[src/rtl/core/slid_pkg.sv]
`timescale 1ns / 1ps

package slid_pkg;

  // Defaults for the top-level parameters
  localparam int DEPTH_DEFAULT       = 16;
  localparam int VALUE_WIDTH_DEFAULT = 32;

  // Operation codes carried on s_tuser
  localparam int OP_W = 3;
  localparam logic [OP_W-1:0] OP_INSERT = 3'd0;
  localparam logic [OP_W-1:0] OP_DELETE = 3'd1;
  localparam logic [OP_W-1:0] OP_CLEAR  = 3'd2;
  localparam logic [OP_W-1:0] OP_REWIND = 3'd3;
  localparam logic [OP_W-1:0] OP_NEXT   = 3'd4;

  // Status codes carried on m_tuser
  localparam int STATUS_W = 2;
  localparam logic [STATUS_W-1:0] ST_OK        = 2'd0;
  localparam logic [STATUS_W-1:0] ST_FULL      = 2'd1;
  localparam logic [STATUS_W-1:0] ST_NOT_FOUND = 2'd2;
  localparam logic [STATUS_W-1:0] ST_PAST_END  = 2'd3;

  // Shift commands broadcast to every cell
  typedef struct packed {
    logic ins;  // open a slot and shift the tail up
    logic del;  // close the matched slot and shift the tail down
  } slid_op_t;

endpackage

[src/rtl/core/slid_cell.sv]
`timescale 1ns / 1ps

module slid_cell #(
  parameter int VALUE_WIDTH = slid_pkg::VALUE_WIDTH_DEFAULT,
  parameter int CNT_W       = 5,
  parameter int INDEX       = 0
) (
  input  logic                   clk,
  input  slid_pkg::slid_op_t     op,
  input  logic [VALUE_WIDTH-1:0] value,
  input  logic [CNT_W-1:0]       count,
  input  logic [VALUE_WIDTH-1:0] prev_entry,
  input  logic                   prev_after,
  input  logic [VALUE_WIDTH-1:0] next_entry,
  output logic [VALUE_WIDTH-1:0] entry,
  output logic                   after,
  output logic                   eq
);

  logic occupied;
  logic tail;
  logic next_occupied;
  logic ge;

  // Position of this cell relative to the fill level
  assign occupied      = CNT_W'(INDEX) < count;
  assign tail          = count == CNT_W'(INDEX);
  assign next_occupied = CNT_W'(INDEX + 1) < count;

  // Local compares; the list is sorted, so ge is a contiguous run to the top
  assign ge    = occupied && ($signed(entry) >= $signed(value));
  assign eq    = occupied && (entry == value);
  assign after = ge || tail;

  // Insert: first cell of the run takes the new value, the rest take the lower neighbor.
  // Delete: cells from the match up take the upper neighbor.
  always_ff @(posedge clk) begin
    if (op.ins && after) begin
      entry <= prev_after ? prev_entry : value;
    end else if (op.del && ge && next_occupied) begin
      entry <= next_entry;
    end
  end

endmodule

[src/rtl/core/sorted_list_insert_delete.sv]
`timescale 1ns / 1ps

// Sorted list of up to DEPTH signed values, kept in ascending order.
// Input channel s_*: one transaction is one operation. s_tuser carries the
// operation (insert, delete, clear, rewind cursor, read next), s_tdata the value.
// Output channel m_*: exactly one result transaction per operation, with the
// status on m_tuser and the read value, entry count and full flag on m_tdata.
// An accepted operation's result is registered and is on m_* in the next cycle.
// Throughput is one operation per cycle while m_tready keeps up: each entry sits
// in its own cell, and every cell compares against the value and loads from a
// neighbor in the same cycle, so an insert or delete shifts the whole row at
// once. Deleting relies on an OR across all cells to see if any entry matched.
// The result register holds its transaction while m_tready is low; s_tready is
// high whenever that register is empty or being taken, so a stalled receiver
// stalls the input after one pending result.
// Reset (rst, synchronous) empties the list, rewinds the read cursor and drops
// any pending result. The stored values themselves are not cleared; only
// positions below the entry count are ever read.
module sorted_list_insert_delete #(
  parameter int DEPTH       = slid_pkg::DEPTH_DEFAULT,
  parameter int VALUE_WIDTH = slid_pkg::VALUE_WIDTH_DEFAULT,
  localparam int CNT_W      = $clog2(DEPTH + 1),
  localparam int IN_W       = ((VALUE_WIDTH + 7) / 8) * 8,
  localparam int OUT_BITS   = VALUE_WIDTH + CNT_W + 1,
  localparam int OUT_W      = ((OUT_BITS + 7) / 8) * 8
) (
  input  logic                          clk,
  input  logic                          rst,
  input  logic                          s_tvalid,
  output logic                          s_tready,
  input  logic [IN_W-1:0]               s_tdata,  // value
  input  logic [slid_pkg::OP_W-1:0]     s_tuser,  // operation
  output logic                          m_tvalid,
  input  logic                          m_tready,
  output logic [OUT_W-1:0]              m_tdata,  // read_value, entry_count, is_full
  output logic [slid_pkg::STATUS_W-1:0] m_tuser   // status
);

  localparam int IDX_W = $clog2(DEPTH);

  logic                          s_fire;
  logic [VALUE_WIDTH-1:0]        value;
  logic [slid_pkg::OP_W-1:0]     operation;
  slid_pkg::slid_op_t            cell_op;

  logic [VALUE_WIDTH-1:0]        cell_entry [DEPTH];
  logic [DEPTH-1:0]              cell_after;
  logic [DEPTH-1:0]              cell_eq;
  logic                          found;
  logic                          full;
  logic                          can_read;
  logic [VALUE_WIDTH-1:0]        cursor_entry;

  logic [CNT_W-1:0]              count;
  logic [CNT_W-1:0]              count_next;
  logic [CNT_W-1:0]              cursor;
  logic [CNT_W-1:0]              cursor_next;
  logic                          out_valid;
  logic [VALUE_WIDTH-1:0]        out_value;
  logic [VALUE_WIDTH-1:0]        out_value_next;
  logic [slid_pkg::STATUS_W-1:0] out_status;
  logic [slid_pkg::STATUS_W-1:0] out_status_next;

  assign s_tready  = !out_valid || m_tready;
  assign s_fire    = s_tvalid && s_tready;
  assign value     = s_tdata[VALUE_WIDTH-1:0];
  assign operation = s_tuser;

  assign found    = |cell_eq;
  assign full     = count == CNT_W'(DEPTH);
  assign can_read = cursor < count;

  // Shift commands for the cell row
  assign cell_op.ins = s_fire && (operation == slid_pkg::OP_INSERT) && !full;
  assign cell_op.del = s_fire && (operation == slid_pkg::OP_DELETE) && found;

  // Row of cells, each linked to both neighbors
  for (genvar i = 0; i < DEPTH; i++) begin : g_cell
    logic [VALUE_WIDTH-1:0] prev_entry;
    logic                   prev_after;
    logic [VALUE_WIDTH-1:0] next_entry;

    if (i == 0) begin : g_first
      assign prev_entry = '0;
      assign prev_after = 1'b0;
    end else begin : g_inner
      assign prev_entry = cell_entry[i-1];
      assign prev_after = cell_after[i-1];
    end

    if (i == DEPTH - 1) begin : g_last
      assign next_entry = cell_entry[i];
    end else begin : g_below
      assign next_entry = cell_entry[i+1];
    end

    slid_cell #(
      .VALUE_WIDTH (VALUE_WIDTH),
      .CNT_W       (CNT_W),
      .INDEX       (i)
    ) u_cell (
      .clk        (clk),
      .op         (cell_op),
      .value      (value),
      .count      (count),
      .prev_entry (prev_entry),
      .prev_after (prev_after),
      .next_entry (next_entry),
      .entry      (cell_entry[i]),
      .after      (cell_after[i]),
      .eq         (cell_eq[i])
    );
  end

  // Entry under the read cursor; only used while cursor < count
  assign cursor_entry = cell_entry[cursor[IDX_W-1:0]];

  // Next count, cursor and result
  always_comb begin
    count_next      = count;
    cursor_next     = cursor;
    out_value_next  = '0;
    out_status_next = slid_pkg::ST_OK;
    unique case (operation)
      slid_pkg::OP_INSERT: begin
        if (full) begin
          out_status_next = slid_pkg::ST_FULL;
        end else begin
          count_next = count + CNT_W'(1);
        end
      end
      slid_pkg::OP_DELETE: begin
        if (found) begin
          count_next = count - CNT_W'(1);
        end else begin
          out_status_next = slid_pkg::ST_NOT_FOUND;
        end
      end
      slid_pkg::OP_CLEAR: begin
        count_next = '0;
      end
      slid_pkg::OP_REWIND: begin
        cursor_next = '0;
      end
      slid_pkg::OP_NEXT: begin
        if (can_read) begin
          out_value_next = cursor_entry;
          cursor_next    = cursor + CNT_W'(1);
        end else begin
          out_status_next = slid_pkg::ST_PAST_END;
        end
      end
      default: begin
      end
    endcase
  end

  // List control state and result register
  always_ff @(posedge clk) begin
    if (rst) begin
      count     <= '0;
      cursor    <= '0;
      out_valid <= 1'b0;
    end else begin
      if (s_fire) begin
        count     <= count_next;
        cursor    <= cursor_next;
        out_valid <= 1'b1;
      end else if (m_tready) begin
        out_valid <= 1'b0;
      end
    end
  end

  always_ff @(posedge clk) begin
    if (s_fire) begin
      out_value  <= out_value_next;
      out_status <= out_status_next;
    end
  end

  assign m_tvalid = out_valid;
  assign m_tuser  = out_status;
  assign m_tdata  = OUT_W'({full, count, out_value});

  // Checks
  a_count_bound: assert property (@(posedge clk) disable iff (rst)
    count <= CNT_W'(DEPTH))
    else $error("entry count above capacity");

  a_cursor_bound: assert property (@(posedge clk) disable iff (rst)
    cursor <= CNT_W'(DEPTH))
    else $error("read cursor above capacity");

  a_result_follows: assert property (@(posedge clk) disable iff (rst)
    s_fire |=> m_tvalid)
    else $error("accepted operation produced no result");

  a_insert_grows: assert property (@(posedge clk) disable iff (rst)
    cell_op.ins |=> count == $past(count) + CNT_W'(1))
    else $error("insert did not grow the list");

  a_full_status: assert property (@(posedge clk) disable iff (rst)
    m_tvalid && (m_tuser == slid_pkg::ST_FULL) |-> full)
    else $error("full status reported on a list that is not full");

endmodule

[config.mk]
export PLATFORM = sky130hd
export DESIGN_NAME = sorted_list_insert_delete
export DESIGN_NICKNAME = d
export VERILOG_FILES = /design/src/rtl/core/slid_pkg.sv /design/src/rtl/core/slid_cell.sv /design/src/rtl/core/sorted_list_insert_delete.sv
export SDC_FILE = /design/constraint.sdc
export NUM_CORES = 2
export LEC_CHECK = 0
export BUFFER_PORTS_ARGS = -buffer_cell sky130_fd_sc_hd__buf_2
export CELL_PAD_IN_SITES_DETAIL_PLACEMENT = 1
export CELL_PAD_IN_SITES_GLOBAL_PLACEMENT = 2
export CORE_MARGIN = 8
export CORE_UTILIZATION = 40
export CTS_BUF_LIST = sky130_fd_sc_hd__clkbuf_4 sky130_fd_sc_hd__clkbuf_8 sky130_fd_sc_hd__clkbuf_16
export DETAILED_ROUTE_END_ITERATION = 8
export PLACE_DENSITY_LB_ADDON = 0.1
export SLEW_MARGIN = 20
export SYNTH_ARGS = -nofsm -noshare
export SYNTH_HDL_FRONTEND = slang
export SYNTH_SLANG_ARGS = --single-unit
[constraint.sdc]
create_clock -name clk -period 6.9 [get_ports clk]
set_clock_uncertainty 0.2 [all_clocks]
set_input_delay 1.035 -clock clk [delete_from_list [all_inputs] [get_ports clk]]
set_output_delay 1.035 -clock clk [all_outputs]
set_load 0.01 [all_outputs]
==> metrics.md <==
| Metric | Value |
|---|---|
| Kind of end point of the critical path | register |
| Die extent in x | 346.8 um |
| Clock period minus worst slack | 5821 ps |
| CTS tree | built |
| Clock share of power | 0.452 |
| Max-slew headroom at the worst pin | 0.2046 |
| Via count of the routed design | 35242 |
| Hold wc startpoint | cursor[4] |
| Post-synthesis async set-or-reset flop share | 0 |
| Num rows | 121 |
| Number of top-level pins | 83 |
| Final weighted congestion in routability-driven placement | 0.9314 |
| Area of the mapped netlist | 43780 um2 |
| Initial DRC Count | 3228 |
| Met2 demand-to-capacity share in global routing | 0.4394 |
| Flop2flop setup slack | 1510 ps |
| Path category of the worst min-delay check | register to register |
| Share of final-layout standard cells stronger than drive strength 1 | 0.1851 |
| Number of buffers on the longest clock path | 3 |
| Number of clock buffers inserted by TritonCTS | 75 |
| Share of Yosys cell area claimed by the top area cell type | 0.3745 |
| GR met1 Demand/Resource | 0.4182 |
| Worst slack on hold paths | 298.9 ps |
| HPWL after DPL | 137600 um |
| Depth of the worst hold-timing path | 2 |
| Leakage dissipation | 18.85 nW |
| Number of enable-type register cells in the synthesized netlist | 546 |
| Synthesized area per cell | 10.99 um2 |
| Internal cell power | 6.395 mW |
| Post-cts gate resize count | 0 |
| Global-route met3 utilization | 0.06519 |
| Proportion of synthesized chip area in sequential cells | 0.3796 |
| Number of hold-repair buffers added at the cts stage | 0 |
| DIE AREA | 120300 um2 |
| Final layout net count | 4621 |
| Count of H-tree levels built during CTS | 3 |
| Routed wire per std cell | 32.71 um |
| Root Driver | sky130_fd_sc_hd__clkbuf_16 |
| Net switching share of the total power | 0.2668 |
| Worst VDD drop | 0.1609 mV |
| R2R depth | 13 |
| Number of library cell types mapped by synthesis | 79 |
| Post-synth top flop | sky130_fd_sc_hd__edfxtp_1 |
| Worst-Margin Slew | 1193 ps |
| Signal arrival time at the worst endpoint | 5910 ps |
| Setup Buffers After CTS | 0 |
| Reg-to-reg critical path startpoint | g_cell[14].u_cell.entry[31] |
| Power per cell area | 177.8 nW/um2 |
| Buffers on Ports | 80 |
| Height of the die | 346.8 um |
| Yosys warning count | 0 |
| Worst Hold End | cursor[4] |
| Number of synthesized register bits | 557 |
| Total Routed Length | 181000 um |
| Final period util | 0.8436 |
| Switching power | 2.327 mW |
| Number of clock sinks | 557 |
| Synth-to-Final Area Change | 12.09% |
| Global-route usage over all layers | 0.2924 |
| Fin Setup TNS | 0 ps |
| Type of the worst setup path | primary input to register |
| R2R Path End | g_cell[6].u_cell.entry[26] |
| Leading post-synthesis cells by cell area | sky130_fd_sc_hd__edfxtp_1 37%, sky130_fd_sc_hd__ha_1 15%, sky130_fd_sc_hd__mux4_2 8.2% |
| Clock latency at the later pin of the worst-skew pair | 650 ps |
| Yosys top cell by area | sky130_fd_sc_hd__edfxtp_1 |
| Run status | finished clean |
| DRC Markers | 0 |
| Placeable core region | 108700 um2 |
| Hold Fails Final Rpt | 0 |
| Portion of total power attributed to sequential cells | 0.425 |
| Number of global-route vias before repair | 35380 |
| Worst-path fanout max | 18 |
| Register clock-pin slew on the reported worst setup and hold paths | 60 ps |
| Max-slew violation count | 0 |
| Type of origin of the critical path | primary input |
| Final Setup Violations | 0 |
| Number of detailed-routing iterations run before antenna repair | 5 |
| Data required time at the worst endpoint | 6990 ps |
| Global-route wire length before repair | 259800 um |
| Residual antenna-violating net count after detailed routing | 0 |
| Setup repair after global routing missed its margin | no |
| MaxCap Viol Count | 0 |
| Maximum number of pins on one net before global-route repair | 92 |
| Initial cell density of the core | 0.4027 |
| Total gr overflow | 0 |
| Fmax achieved | 0.1718 GHz |
| Combinational Power Share | 0.122 |
| Antenna violations before repair | 9 |
| Synth Instances | 3982 |
| Most congested layer reported by global routing | met2 |
| Via density per instance | 6.369 |
[how the worst max path moves through the flow]
stage                 from                    endpoint  slack (ps)  cells after the start
2_1_floorplan   s_tdata[1]  g_cell[15].u_cell.entry[0]          20                     11
3_3_place_gp   s_tdata[20]  g_cell[6].u_cell.entry[23]         750                     14
3_5_place_dp   s_tdata[20]  g_cell[6].u_cell.entry[22]         620                     14
4_1_cts        s_tdata[20]  g_cell[6].u_cell.entry[26]        1280                     14
5_1_grt        s_tdata[20]  g_cell[6].u_cell.entry[19]        1040                     14
6_report       s_tdata[19]  g_cell[6].u_cell.entry[26]        1080                     14
[kinds of logic after synthesis]
kind of cell               synth area share
muxes                                0.2152
other                            0.00008566
and+or+nand+nor                     0.09749
DFF                                  0.3796
adders and majority gates            0.1492
buffers and inverters               0.03153
AOI/OAI and AO/OA                    0.1263
xor gates and xnor gates          0.0006003
[sequential cells by signal, summed over array words and instances (netlist names)]
register,cells
g_cell.u_cell.entry,512
out_value,32
count,5
cursor,5
m_tuser,2
m_tvalid,1
[synthesized netlist by cell type (10+ instances only)]
library cell               count
sky130_fd_sc_hd__mux2_2      172
sky130_fd_sc_hd__a21oi_1     526
sky130_fd_sc_hd__mux4_2      160
sky130_fd_sc_hd__mux2i_1     336
sky130_fd_sc_hd__nand2b_1     16
sky130_fd_sc_hd__nand3_1      54
sky130_fd_sc_hd__o21a_1       10
sky130_fd_sc_hd__o21ai_0     207
sky130_fd_sc_hd__edfxtp_1    546
sky130_fd_sc_hd__o211ai_1     23
sky130_fd_sc_hd__buf_1        23
sky130_fd_sc_hd__buf_2        62
sky130_fd_sc_hd__nor2_1      326
sky130_fd_sc_hd__mux2_1       46
sky130_fd_sc_hd__buf_4        15
sky130_fd_sc_hd__nor2b_1      67
sky130_fd_sc_hd__and4_1       10
sky130_fd_sc_hd__nand4_1     116
sky130_fd_sc_hd__and2_1       10
sky130_fd_sc_hd__and3_1       10
sky130_fd_sc_hd__nor3_1       28
sky130_fd_sc_hd__inv_1        73
sky130_fd_sc_hd__nand2_1     220
sky130_fd_sc_hd__dfxtp_1      11
sky130_fd_sc_hd__o31ai_1      10
sky130_fd_sc_hd__ha_1        522
sky130_fd_sc_hd__nor4_1       18
sky130_fd_sc_hd__a21o_1       83
sky130_fd_sc_hd__a211oi_1     15
sky130_fd_sc_hd__clkbuf_1    131
[worst max-delay path, cell delays in order]
cell,delay (ps)
sky130_fd_sc_hd__buf_2,280
sky130_fd_sc_hd__inv_1,470
sky130_fd_sc_hd__ha_1,520
sky130_fd_sc_hd__nand4_1,270
sky130_fd_sc_hd__nor4_1,800
sky130_fd_sc_hd__nand3_1,320
sky130_fd_sc_hd__nand4_1,250
sky130_fd_sc_hd__nor2_1,150
sky130_fd_sc_hd__o2111ai_1,340
sky130_fd_sc_hd__and3_1,390
sky130_fd_sc_hd__buf_4,270
sky130_fd_sc_hd__a21bo_2,270
sky130_fd_sc_hd__o21ai_4,130
sky130_fd_sc_hd__buf_4,370
[power by group through the flow]
| stage | sequential [mW] | clock, mW | combinational (mW) |
|---|---|---|---|
| 2_1_floorplan | 3.78 | 0 | 0.633 |
| 3_3_place_gp | 3.78 | 0 | 1.03 |
| 3_5_place_dp | 3.78 | 0 | 1.05 |
| 4_1_cts | 3.71 | 4.02 | 1.05 |
| 5_1_grt | 3.71 | 4.11 | 1.15 |
| 6_report | 3.71 | 3.95 | 1.07 |
[metrics by stage]
stage	instance area [um2]	cells	power, mW	setup WS [ps]	util
after detailed placement	46660	5397	4.826	624.4	0.4292
after CTS	49060	5530	8.779	1283	0.4513
after global routing	49060	5530	8.968	1040	0.4513
after global placement	46630	5396	4.808	746.1	0.4290
final	49070	5533	8.723	1079	0.4514
after floorplan	43780	3983	4.413	19.22	-
[layer usage]
metal | up-vias | wire (um)
met5 | - | 27
met3 | 259 | 15270
met2 | 1322 | 77800
li1 | 15617 | -
met4 | 4 | 5720
met1 | 18040 | 82190
[cell type report]
type	count	area, um2
well taps	1414	1769
inverters	74	277.8
fillers	11630	59630
repair buffers	240	1897
multi-input cells	3112	26090
diodes	3	7.507
clock buffers	105	2191
flip-flops and latches	557	16630
clock inverters	28	207.7
[placed cells by master (no fill, tap or decap), drive strengths merged, types with 6 or more instances in the layout]
cell | netlist | final
edfxtp | 546 | 546
a21oi | 526 | 526
ha | 522 | 522
mux2i | 336 | 336
nor2 | 326 | 326
buf | 109 | 240
nand2 | 220 | 220
mux2 | 218 | 218
o21ai | 211 | 211
mux4 | 160 | 160
nand4 | 116 | 116
clkbuf | 131 | 105
a21o | 83 | 83
inv | 74 | 75
nor2b | 67 | 67
nand3 | 54 | 54
nor3 | 28 | 28
o211ai | 25 | 25
clkinv | 0 | 22
nor4 | 19 | 19
nand2b | 16 | 16
a211oi | 15 | 15
dfxtp | 11 | 11
o21a | 10 | 10
and4 | 10 | 10
and3 | 10 | 10
o31ai | 10 | 10
and2 | 10 | 10
a221oi | 9 | 9
or4 | 8 | 8
o22ai | 8 | 8
a31o | 8 | 8
a31oi | 7 | 7
or2 | 6 | 6
o21bai | 6 | 6
(Power assumes the default switching activity.)
